--- config.mk ---
export PLATFORM = sky130hd
export DESIGN_NAME = midi_track_event_parser
export DESIGN_NICKNAME = d
export VERILOG_FILES = /design/src/mtep_pkg.sv /design/src/mtep_decode.sv /design/src/mtep_out_stage.sv /design/src/midi_track_event_parser.sv
export VERILOG_INCLUDE_DIRS = /design/src /design/src/src
export SDC_FILE = /design/constraint.sdc
export NUM_CORES = 1
export LEC_CHECK = 0
export ABC_AREA = 1
export BUFFER_PORTS_ARGS = -buffer_cell sky130_fd_sc_hd__buf_2
export CAP_MARGIN = 20
export CORE_UTILIZATION = 25
export CTS_BUF_LIST = sky130_fd_sc_hd__clkbuf_8
export CTS_CLUSTER_DIAMETER = 100
export DETAILED_ROUTE_END_ITERATION = 10
export MAX_ROUTING_LAYER = met4
export SKIP_LAST_GASP = 1
export SLEW_MARGIN = 20
export SYNTH_ARGS = -nofsm -noshare
export SYNTH_HDL_FRONTEND = slang
export SYNTH_SLANG_ARGS = --single-unit
--- constraint.sdc ---
create_clock -name clk -period 5.35 [get_ports clk]
set_clock_uncertainty 0.05 [all_clocks]
set_input_delay 0.2675 -clock clk [delete_from_list [all_inputs] [get_ports clk]]
set_output_delay 0.2675 -clock clk [all_outputs]
set_load 0.1 [all_outputs]
--- src/midi_track_event_parser_assert.svh ---
// Assertion helpers for the track event parser. Each expects clk and arst_n
// in scope and is disabled while reset is held.
`ifndef MIDI_TRACK_EVENT_PARSER_ASSERT_SVH
`define MIDI_TRACK_EVENT_PARSER_ASSERT_SVH

// Same-cycle implication
`define MTEP_ASSERT_NOW(lbl, ante, cons, msg) \
	lbl: assert property (@(posedge clk) disable iff (!arst_n) (ante) |-> (cons)) \
		else $error(msg);

// Next-cycle implication
`define MTEP_ASSERT_NEXT(lbl, ante, cons, msg) \
	lbl: assert property (@(posedge clk) disable iff (!arst_n) (ante) |=> (cons)) \
		else $error(msg);

`endif

--- src/mtep_pkg.sv ---
package mtep_pkg;

	// Parser phase within one event
	typedef enum logic [2:0] {
		PH_DELTA_FIRST = 3'd0,
		PH_DELTA_MORE  = 3'd1,
		PH_STATUS      = 3'd2,
		PH_DATA_ONE    = 3'd3,
		PH_DATA_TWO    = 3'd4,
		PH_META_KIND   = 3'd5,
		PH_LENGTH      = 3'd6,
		PH_PAYLOAD     = 3'd7
	} phase_t;

	// Result kinds, carried on tuser
	typedef enum logic [2:0] {
		KIND_CHANNEL   = 3'd0,
		KIND_META_HDR  = 3'd1,
		KIND_SYSEX_HDR = 3'd2,
		KIND_PAYLOAD   = 3'd3,
		KIND_BAD       = 3'd4,
		KIND_TRUNC     = 3'd5
	} kind_t;

	localparam logic [7:0] STATUS_SYSEX = 8'hF0;
	localparam logic [7:0] STATUS_META  = 8'hFF;
	localparam logic [3:0] TYPE_PROGRAM = 4'hC;
	localparam logic [3:0] TYPE_PRESSURE = 4'hD;
	localparam logic [3:0] TYPE_SYSTEM  = 4'hF;

	localparam int unsigned TDATA_W = 112;

	// Parser state carried between bytes
	typedef struct packed {
		phase_t      phase;
		logic [31:0] acc;
		logic [31:0] delta;
		logic [7:0]  status;
		logic [7:0]  first_data;
		logic [7:0]  meta_kind;
		logic [31:0] remaining;
		logic        stopped;
	} parse_state_t;

	// One result transaction
	typedef struct packed {
		kind_t       kind;
		logic [31:0] delta_ticks;
		logic [7:0]  status_byte;
		logic [3:0]  channel;
		logic [7:0]  data_one;
		logic [7:0]  data_two;
		logic [7:0]  meta_kind;
		logic [31:0] payload_length;
		logic [7:0]  payload_value;
		logic        payload_last;
	} result_t;

endpackage

--- src/mtep_decode.sv ---
// Per-byte decode: next parser state and the result this byte produces.
module mtep_decode (
	input  mtep_pkg::parse_state_t st,
	input  logic [7:0]             data_byte,
	input  logic                   last_byte,
	output mtep_pkg::parse_state_t nxt,
	output mtep_pkg::result_t      res,
	output logic                   res_valid
);

	logic [31:0]           acc_shift;
	logic                  bad;
	mtep_pkg::phase_t      ph_step;
	mtep_pkg::parse_state_t stp;
	logic                  one_data;
	logic                  is_meta;
	logic                  is_channel;

	// Variable-length number step: shift in seven bits, keep the low 32
	assign acc_shift  = {st.acc[24:0], data_byte[6:0]};
	assign one_data   = (st.status[7:4] == mtep_pkg::TYPE_PROGRAM) ||
	                    (st.status[7:4] == mtep_pkg::TYPE_PRESSURE);
	assign is_meta    = (st.status == mtep_pkg::STATUS_META);
	assign is_channel = data_byte[7] && (data_byte[7:4] != mtep_pkg::TYPE_SYSTEM);

	// Next state, before end-of-track handling
	always_comb begin
		stp = st;
		bad = 1'b0;
		unique case (st.phase)
			mtep_pkg::PH_DELTA_FIRST, mtep_pkg::PH_DELTA_MORE: begin
				stp.acc = acc_shift;
				if (data_byte[7]) begin
					stp.phase = mtep_pkg::PH_DELTA_MORE;
				end else begin
					stp.delta = acc_shift;
					stp.acc   = '0;
					stp.phase = mtep_pkg::PH_STATUS;
				end
			end
			mtep_pkg::PH_STATUS: begin
				if (data_byte == mtep_pkg::STATUS_SYSEX) begin
					stp.status    = data_byte;
					stp.meta_kind = '0;
					stp.acc       = '0;
					stp.phase     = mtep_pkg::PH_LENGTH;
				end else if (data_byte == mtep_pkg::STATUS_META) begin
					stp.status = data_byte;
					stp.phase  = mtep_pkg::PH_META_KIND;
				end else if (is_channel) begin
					stp.status = data_byte;
					stp.phase  = mtep_pkg::PH_DATA_ONE;
				end else begin
					bad       = 1'b1;
					stp.phase = mtep_pkg::PH_DELTA_FIRST;
				end
			end
			mtep_pkg::PH_DATA_ONE: begin
				stp.first_data = data_byte;
				stp.phase = one_data ? mtep_pkg::PH_DELTA_FIRST : mtep_pkg::PH_DATA_TWO;
			end
			mtep_pkg::PH_DATA_TWO: begin
				stp.phase = mtep_pkg::PH_DELTA_FIRST;
			end
			mtep_pkg::PH_META_KIND: begin
				stp.meta_kind = data_byte;
				stp.acc       = '0;
				stp.phase     = mtep_pkg::PH_LENGTH;
			end
			mtep_pkg::PH_LENGTH: begin
				stp.acc = acc_shift;
				if (!data_byte[7]) begin
					stp.remaining = acc_shift;
					stp.acc       = '0;
					stp.phase     = (acc_shift == '0) ? mtep_pkg::PH_DELTA_FIRST
					                                  : mtep_pkg::PH_PAYLOAD;
				end
			end
			mtep_pkg::PH_PAYLOAD: begin
				if (st.remaining != '0) begin
					stp.remaining = st.remaining - 32'd1;
				end
				if (st.remaining[31:1] == '0) begin
					stp.phase = mtep_pkg::PH_DELTA_FIRST;
				end
			end
			default: begin
				stp.phase = mtep_pkg::PH_DELTA_FIRST;
			end
		endcase
		ph_step = stp.phase;
	end

	// Stopped track, bad status and end-of-track handling
	always_comb begin
		nxt = stp;
		if (st.stopped) begin
			nxt = st;
		end
		if (bad && !last_byte && !st.stopped) begin
			nxt.stopped = 1'b1;
		end
		if (last_byte) begin
			nxt.phase     = mtep_pkg::PH_DELTA_FIRST;
			nxt.acc       = '0;
			nxt.remaining = '0;
			nxt.stopped   = 1'b0;
		end
	end

	// Result for this byte
	always_comb begin
		res       = '0;
		res_valid = 1'b0;
		if (!st.stopped) begin
			unique case (st.phase)
				mtep_pkg::PH_STATUS: begin
					if (bad) begin
						res.kind        = mtep_pkg::KIND_BAD;
						res.delta_ticks = st.delta;
						res.status_byte = data_byte;
						res_valid       = 1'b1;
					end
				end
				mtep_pkg::PH_DATA_ONE: begin
					if (one_data) begin
						res.kind        = mtep_pkg::KIND_CHANNEL;
						res.delta_ticks = st.delta;
						res.status_byte = st.status;
						res.channel     = st.status[3:0];
						res.data_one    = data_byte;
						res_valid       = 1'b1;
					end
				end
				mtep_pkg::PH_DATA_TWO: begin
					res.kind        = mtep_pkg::KIND_CHANNEL;
					res.delta_ticks = st.delta;
					res.status_byte = st.status;
					res.channel     = st.status[3:0];
					res.data_one    = st.first_data;
					res.data_two    = data_byte;
					res_valid       = 1'b1;
				end
				mtep_pkg::PH_LENGTH: begin
					if (!data_byte[7]) begin
						res.kind           = is_meta ? mtep_pkg::KIND_META_HDR
						                             : mtep_pkg::KIND_SYSEX_HDR;
						res.delta_ticks    = st.delta;
						res.status_byte    = st.status;
						res.meta_kind      = is_meta ? st.meta_kind : 8'd0;
						res.payload_length = acc_shift;
						res.payload_last   = (acc_shift == '0);
						res_valid          = 1'b1;
					end
				end
				mtep_pkg::PH_PAYLOAD: begin
					res.kind          = mtep_pkg::KIND_PAYLOAD;
					res.delta_ticks   = st.delta;
					res.status_byte   = st.status;
					res.meta_kind     = is_meta ? st.meta_kind : 8'd0;
					res.payload_value = data_byte;
					res.payload_last  = (st.remaining[31:1] == '0);
					res_valid         = 1'b1;
				end
				default: begin
					res_valid = 1'b0;
				end
			endcase
			// Event left open at the last byte replaces any other result
			if (last_byte && !bad && (ph_step != mtep_pkg::PH_DELTA_FIRST)) begin
				res       = '0;
				res.kind  = mtep_pkg::KIND_TRUNC;
				res_valid = 1'b1;
			end
		end
	end

endmodule

--- src/mtep_out_stage.sv ---
// Result register; advances whenever it is empty or being drained.
module mtep_out_stage (
	input  logic              clk,
	input  logic              arst_n,
	input  logic              load,
	input  mtep_pkg::result_t res_in,
	input  logic              ready,
	output logic              advance,
	output logic              valid,
	output mtep_pkg::result_t res_out
);

	logic              valid_q;
	mtep_pkg::result_t res_q;

	assign advance = !valid_q || ready;
	assign valid   = valid_q;
	assign res_out = res_q;

	// Valid flag
	always_ff @(posedge clk or negedge arst_n) begin
		if (!arst_n) begin
			valid_q <= 1'b0;
		end else if (advance) begin
			valid_q <= load;
		end
	end

	// Payload
	always_ff @(posedge clk) begin
		if (advance && load) begin
			res_q <= res_in;
		end
	end

endmodule

--- src/midi_track_event_parser.sv ---
// Track event parser for the body of one MIDI file track chunk. Bytes enter
// on s_axis, one per transaction, tlast on the final byte of the track; a
// new byte is taken every cycle while the result side keeps up. Each byte
// passes an input register, one step of decode against the parser state,
// and a result register, so a result is presented on the cycle after its
// closing byte is decoded. Results leave on m_axis with the kind on tuser and the
// last-payload mark on tlast: channel events, sysex/meta headers with their
// length, one transaction per payload byte, bad status (after which the rest
// of the track is dropped) and truncated when a track ends mid-event.
module midi_track_event_parser (
	input  logic         clk,
	input  logic         arst_n,
	// Input bytes
	input  logic         s_axis_tvalid,
	output logic         s_axis_tready,
	input  logic [7:0]   s_axis_tdata,   // [7:0] data_byte
	input  logic         s_axis_tlast,   // last_byte
	// Results
	output logic         m_axis_tvalid,
	input  logic         m_axis_tready,
	output logic [mtep_pkg::TDATA_W-1:0] m_axis_tdata, // [31:0] delta_ticks,
	                                     // [39:32] status_byte,
	                                     // [43:40] channel, [51:44] data_one,
	                                     // [59:52] data_two, [67:60] meta_kind,
	                                     // [99:68] payload_length,
	                                     // [107:100] payload_value, [111:108] zero
	output logic         m_axis_tlast,   // payload_last
	output logic [2:0]   m_axis_tuser    // [2:0] item_kind
);

	logic                   byte_valid_s1;
	logic [7:0]             byte_s1;
	logic                   last_s1;
	logic                   advance;
	logic                   fire;
	mtep_pkg::parse_state_t state_q;
	mtep_pkg::parse_state_t state_nxt;
	mtep_pkg::result_t      res;
	logic                   res_valid;
	mtep_pkg::result_t      res_out;

	assign s_axis_tready = !byte_valid_s1 || advance;
	assign fire          = byte_valid_s1 && advance;

	// Input register
	always_ff @(posedge clk or negedge arst_n) begin
		if (!arst_n) begin
			byte_valid_s1 <= 1'b0;
		end else if (s_axis_tready) begin
			byte_valid_s1 <= s_axis_tvalid;
		end
	end

	always_ff @(posedge clk) begin
		if (s_axis_tready && s_axis_tvalid) begin
			byte_s1 <= s_axis_tdata;
			last_s1 <= s_axis_tlast;
		end
	end

	// Parser state
	always_ff @(posedge clk or negedge arst_n) begin
		if (!arst_n) begin
			state_q <= '{phase: mtep_pkg::PH_DELTA_FIRST, default: '0};
		end else if (fire) begin
			state_q <= state_nxt;
		end
	end

	mtep_decode u_decode (
		.st        (state_q),
		.data_byte (byte_s1),
		.last_byte (last_s1),
		.nxt       (state_nxt),
		.res       (res),
		.res_valid (res_valid)
	);

	mtep_out_stage u_out (
		.clk     (clk),
		.arst_n  (arst_n),
		.load    (fire && res_valid),
		.res_in  (res),
		.ready   (m_axis_tready),
		.advance (advance),
		.valid   (m_axis_tvalid),
		.res_out (res_out)
	);

	// Result packing
	assign m_axis_tdata = {4'd0, res_out.payload_value, res_out.payload_length,
	                       res_out.meta_kind, res_out.data_two, res_out.data_one,
	                       res_out.channel, res_out.status_byte, res_out.delta_ticks};
	assign m_axis_tlast = res_out.payload_last;
	assign m_axis_tuser = res_out.kind;

`include "midi_track_event_parser_assert.svh"

	`MTEP_ASSERT_NOW(a_trunc_empty,
		m_axis_tvalid && (m_axis_tuser == mtep_pkg::KIND_TRUNC),
		(m_axis_tdata == '0) && !m_axis_tlast,
		"truncated result carries data")
	`MTEP_ASSERT_NOW(a_payload_status,
		m_axis_tvalid && (m_axis_tuser == mtep_pkg::KIND_PAYLOAD),
		(m_axis_tdata[39:32] == mtep_pkg::STATUS_SYSEX) ||
		(m_axis_tdata[39:32] == mtep_pkg::STATUS_META),
		"payload without sysex or meta status")
	`MTEP_ASSERT_NOW(a_stopped_silent, state_q.stopped, !res_valid,
		"result produced while track is stopped")
	`MTEP_ASSERT_NOW(a_ready_stall, !s_axis_tready,
		byte_valid_s1 && m_axis_tvalid && !m_axis_tready,
		"input stalled without output backpressure")
	`MTEP_ASSERT_NEXT(a_fire_loads, fire && res_valid, m_axis_tvalid,
		"decoded result not presented")

endmodule

**Yosys cells after proc, flatten, opt, wreduce, memory -nomap -nowiden**

Index checks and enable logic that the tools add are counted.

- Bits in registers: 240
- Bits of input ports: 13
- Output and inout port bits: 118
- Logic and storage cells: 138

- Add/sub/neg operators: 1
- Equality and inequality tests: 18
- Mux-type cells: 52
- Bitwise logic cells: 5
- Reductions and logical operators: 39

Operator list:

| operator | count |
|---|---|
| one-hot mux 43 bit (5 select lines) | 1 |
| two-way mux 32 bit | 5 |
| one-hot mux 32 bit (4 select lines) | 1 |
| two-way mux 124 bit | 1 |
| two-way mux 112 bit | 1 |
| two-way mux 43 bit | 2 |
| two-way mux 8 bit | 9 |
| two-way mux 35 bit | 2 |
| two-way mux 64 bit | 1 |
| one-hot mux 32 bit (2 select lines) | 1 |
| two-way mux 52 bit | 1 |
| two-way mux 40 bit | 1 |
| two-way mux 33 bit | 1 |
| zero test 32 bit | 1 |
| one-hot mux 8 bit (2 select lines) | 2 |
| nonzero test 32 bit | 1 |
| subtractor 32 x 1 -> 32 bit, second input constant | 1 |
| zero test 31 bit | 1 |
| == test 8 bit, second input constant | 3 |
| one-hot mux 12 bit (2 select lines) | 1 |
| one-hot mux 3 bit (7 select lines) | 1 |
| AND reduction 4 bit | 4 |
| two-way mux 3 bit | 5 |
| == test 3 bit, second input constant | 4 |
| other kinds (26) | 64 |

**Logic depth before layout (Yosys ltp)**

- Depth in word-level cells: 13
- Depth in mapped cells: 13
- Gate-level depth less buffers: 13

**By module**

A second synthesis with hierarchy kept.

- Cells, all modules: 1729
- Area total of the unflattened synthesis: 13654.3 µm²

By module, submodules not included:

| module | times used | cells an instance | area an instance (µm²) | seq. area each (µm²) |
|---|---|---|---|---|
| midi_track_event_parser | 1 | 560 | 5257.5 | 3398.3 |
| mtep_decode | 1 | 1051 | 4988.5 | 0.0 |
| mtep_out_stage | 1 | 118 | 3408.3 | 3388.2 |

**Least setup slack after synthesis**

OpenSTA, ideal clock, no wires.

- Path kind: reg2reg
- Start point: register state_q[121] (netlist name)
- End point: register u_out.res_q, in the netlist u_out.res_out[0], enable pin
- Setup time: 465 ps
- Data arrival time: 3628 ps
- Required time: 4835 ps
- Path slack: 1207 ps
- Stages on the path, launching flop included: 12
- Buffers on the path: 0
- Clock period less this slack: 4143 ps
- Cell sequence: dfrtp_1 > inv_1 > nand2_1 > nor2_1 > inv_1 > nor2_1 > nand2_1 > nand3_1 > nand2_4 > nand2_1 > nand2_1 > inv_1

- Longest elaborated chain between the ends: 9
- Elaborated cells on any way between the ends: 24
- Classes of those cells: 7 x eq/ne; 8 x mux; 9 x reduce/logical

Ends and longest elaborated chain:

| element | line | RTL |
|---|---|---|
| from (decl) | midi_track_event_parser.sv:36 | `mtep_pkg::parse_state_t state_q;` |
| from (signal assigned) | midi_track_event_parser.sv:66 | `state_q <= state_nxt;` |
| == test 3 x 1 -> 1 bit, or another cell as far along | mtep_decode.sv:30 | `unique case (st.phase)` |
| OR reduction 2 bit / two-way mux 1 bit (equally long branches) | mtep_decode.sv:30 |  |
| one-hot mux 3 bit (7 select lines) / zero test 1 bit (equally long branches) | mtep_decode.sv:30, mtep_decode.sv:170 |  |
| nonzero test 3 bit / logical AND 1 bit (equally long branches) | mtep_decode.sv:170 | `if (last_byte && !bad && (ph_step != mtep_pkg::PH_DELTA_FIRST)) begin` |
| logical AND 1 bit | mtep_decode.sv:170 |  |
| two-way mux 1 bit (*) | mtep_decode.sv:170 |  |
| two-way mux 1 bit (*) | mtep_decode.sv:115 | `if (!st.stopped) begin` |
| logical AND 1 bit (*) | midi_track_event_parser.sv:82 | `.load (fire && res_valid),` |
| logical AND 1 bit (*) | mtep_out_stage.sv:31 | `if (advance && load) begin` |
| to (signal assigned) | mtep_out_stage.sv:32 | `res_q <= res_in;` |
| to (decl) | mtep_out_stage.sv:14 | `mtep_pkg::result_t res_q;` |

Mark *: on every way between the ends. The rest lies on a longest branch, timed or not.
A chain may end at the register's enable or synchronous reset.

**Worst setup path after layout**

- Start point: register byte_s1[2]
- End point: register u_out.res_q, in the netlist u_out.res_out[60], enable pin

- Longest elaborated chain between the ends: 11
- Elaborated cells on any way between the ends: 21
- Classes of those cells: 2 x eq/ne; 12 x mux; 7 x reduce/logical

Ends and longest elaborated chain:

| element | line | RTL |
|---|---|---|
| from (decl) | midi_track_event_parser.sv:32 | `logic [7:0] byte_s1;` |
| from (signal assigned) | midi_track_event_parser.sv:56 | `byte_s1 <= s_axis_tdata;` |
| branches (longest 7 deep; another with two-way mux 35 bit) | n/a |  |
| two-way mux 1 bit (*) | mtep_decode.sv:170 |  |
| two-way mux 1 bit (*) | mtep_decode.sv:115 |  |
| logical AND 1 bit (*) | midi_track_event_parser.sv:82 |  |
| logical AND 1 bit (*) | mtep_out_stage.sv:31 |  |

Every way passes the cells marked *.

==> impl_results.md <==
- Most used DFF post-synth: edfxtp_1
- R2r endpoint: u_out.res_out[60]
- Gr usage total: 13.90%
- Worst EP arrival: 3690 ps
- Die extent in y: 208.1 um
- Grt ovf: 0
- Via Count: 8,263
- Initial DRC count: 681
- Chip Width: 208.1 um
- Largest net degree at the start of global routing: 72
- Area Overhead vs Synth: 19.86%
- Nets: 1,283
- Drt via density: 4.496
- Synth Register Bits: 240
- CP Launch Point: byte_s1[2]
- Dpl hpwl: 20,650 um
- Placed cells: 1,756
- WHS Endpoint: u_out.valid
- TNS Setup: 0 ps
- Core area: 41,950 um2
- Setup Viol. Count Final: 0
- Mean cell area of the mapped netlist: 9.463 um2
- First-pass GRT wire length: 46,490 um
- Critical path fanouts, max: 33
- Total leakage power: 5.467 nW
- Initial antenna violation count: 1
- CP required: 5520 ps
- Routed wire per std cell: 15.86 um
- Site Rows: 75
- Vias in the first global route: 8,179
- HP Start: m_axis_tready
- Initial Util: 25.31%
- Area leader, netlist: edfxtp_1
- R2R cell count: 13
- CTS Buf Count: 39
- WHS Path Cells: 4
- Fraction of registers with async set/reset: 49.58%
- Number of synthesized flops with an enable pin: 121
- Power, Total: 8.031 mW
- VDD IR max: 0.2680 mV
- Critical path class: reg -> reg
- Yosys top cell area share: 34.22%
- CTS sink cnt: 240
- RePlAce Congestion: 0.9157
- Drt first pass iters: 6
- Finished Layout Cells: 1,838
- Synth area leaders: edfxtp_1 (34%), dfrtp_1 (28%), nand2_1 (8.0%), nor2_1 (7.4%), o21ai_0 (5.9%)
- Mapped cell area: 10,620 um2
- Min Tclk post-route: 3522 ps
- Synth Warn #: 0
- Die area: 43,300 um2
- H-tree levels: 2
- Max clock buf depth: 3
- DRT antenna net count: 0
- Final Routed Wirelength: 29,150 um
- Worst-Skew Late Latency: 550 ps
- Top cells by count, synth: nand2_1 (225), nor2_1 (210), o21ai_0 (126)
- Reg clk slew, reported paths: 60 ps
- Reg2reg setup slack: 1830 ps
- Most frequent cell after synthesis: nand2_1
- Unrepaired setup endpoints after global routing: no
- CTS tree: built
- Post-CTS Resized: 0
- Cells after Synth: 1,122
- CP startpoint kind: register
- Outcome: finished, final reports clean
- Fraction of layout cells with a size suffix above 1: 16.56%
- Max Cap Viol: 0
- Clock root cell: clkbuf_8
- Hold Crit Class: in -> reg
- Final hold vios: 0
- Slew headroom: 30.25%
- Reg-to-reg startpoint: byte_s1[2]
- Achievable Freq: 0.2840 GHz
- CP endpoint kind: register
- Residual DRC: 0
- Sequential area share after synthesis: 62.27%
- Power Dens Cells: 631.1 nW/um2
- Slew Limit Fails: 0
- Yosys cell types: 38
- Number of port buffers: 126
- Slew @ Worst Pin: 1043 ps
- I/O Pins: 131
- Fin crit share: 65.82%
report_power, final:
group | leakage (nW) | total [mW] | switching, mW | internal, mW
Clock | 0.458 | 1.73 | 0.754 | 0.976
Sequential | 2.76 | 2.72 | 0.250 | 2.47
Combinational | 2.25 | 3.58 | 2.98 | 0.600
registers in the layout, summed over array words and instances, names as in the netlist:
register       cells
state_q          117
last_s1            1
u_out.res_out    112
byte_s1            8
byte_valid_s1      1
u_out.valid        1
per-layer routing:
layer | wire (um) | vias up | track usage [%]
li1 | - | 4017 | -
met1 | 13480 | 3969 | 18.63
met2 | 13540 | 228 | 21.48
met3 | 1517 | 49 | 2.249
met4 | 614 | 0 | 4.444
met5 | 0 | - | -
critical path, stage by stage (launching register included):
cell and delay [ps]:
edfxtp_1 440, clkinv_1 320, nand3_1 210, inv_1 80, nand2_1 80, nand2_1 100
nor2_1 280, inv_2 170, nand2_2 510, inv_1 90, nand2_1 90, nand2_1 100
inv_4 260, buf_4 390
placed cells by master (no fill, tap or decap), types with 7 or more instances in the layout:
cell and instances:
nand2_1 225, nor2_1 210, o21ai_0 126, buf_2 125, edfxtp_1 121, dfrtp_1 119, inv_1 95, nand3_1 54
clkbuf_8 39, a21oi_1 29, dlygate4sd3_1 11, buf_4 11, clkinv_1 10, o22ai_1 10, o211ai_1 10, nor3_1 9
a22oi_1 9, xor2_1 9, clkinv_2 9, nand4_1 7, o21ai_1 7
worst max path at each step:
stage / endpoint / slack, ps
floorplan: u_out.res_out[0] / 1210
finish: u_out.res_out[60] / 1830
global route: u_out.res_out[6] / 1530
global placement: u_out.res_out[61] / 1990
CTS: u_out.res_out[63] / 1860
detailed placement: u_out.res_out[58] / 1860
metrics by stage:
| step | cell area, um2 | setup WS (ps) | hold WS (ps) | utilization [%] |
|---|---|---|---|---|
| global placement | 11790 | 1990 | 303.3 | 28.10 |
| detailed placement | 11790 | 1865 | 307.9 | 28.10 |
| CTS | 12720 | 1864 | 67.73 | 30.33 |
| finish | 12730 | 1828 | 128.9 | 30.34 |
| global route | 12730 | 1530 | 105.3 | 30.34 |
| floorplan | 10630 | 1207 | -78.09 | - |
cell families after synthesis:
family | Yosys count | share of synthesized area (%)
simple gates | 526 | 20.32
flops | 240 | 62.27
compound gates | 197 | 9.958
buf+inv | 139 | 5.786
xor+xnor | 15 | 1.237
mux | 3 | 0.2828
fa+ha+maj | 1 | 0.1178
other cells | 1 | 0.03532
what timing repair did:
| action | CTS | global route |
|---|---|---|
| hold buffers | 11 | 0 |
| hold endpoints to repair | 58 | 0 |
| buffers inserted | 0 | 0 |
layout make-up:
| type | instances | area [um2] |
|---|---|---|
| clock buffers | 39 | 536.8 |
| diodes | 1 | 2.502 |
| well taps | 539 | 674.4 |
| multi-input cells | 746 | 3418 |
| inverters | 94 | 355.3 |
| flip-flops and latches | 240 | 6611 |
| repair buffers | 148 | 838.3 |
| clock inverters | 31 | 289.0 |
| fillers | 4331 | 29220 |
No activity file was read; power rests on OpenSTA's default activity.
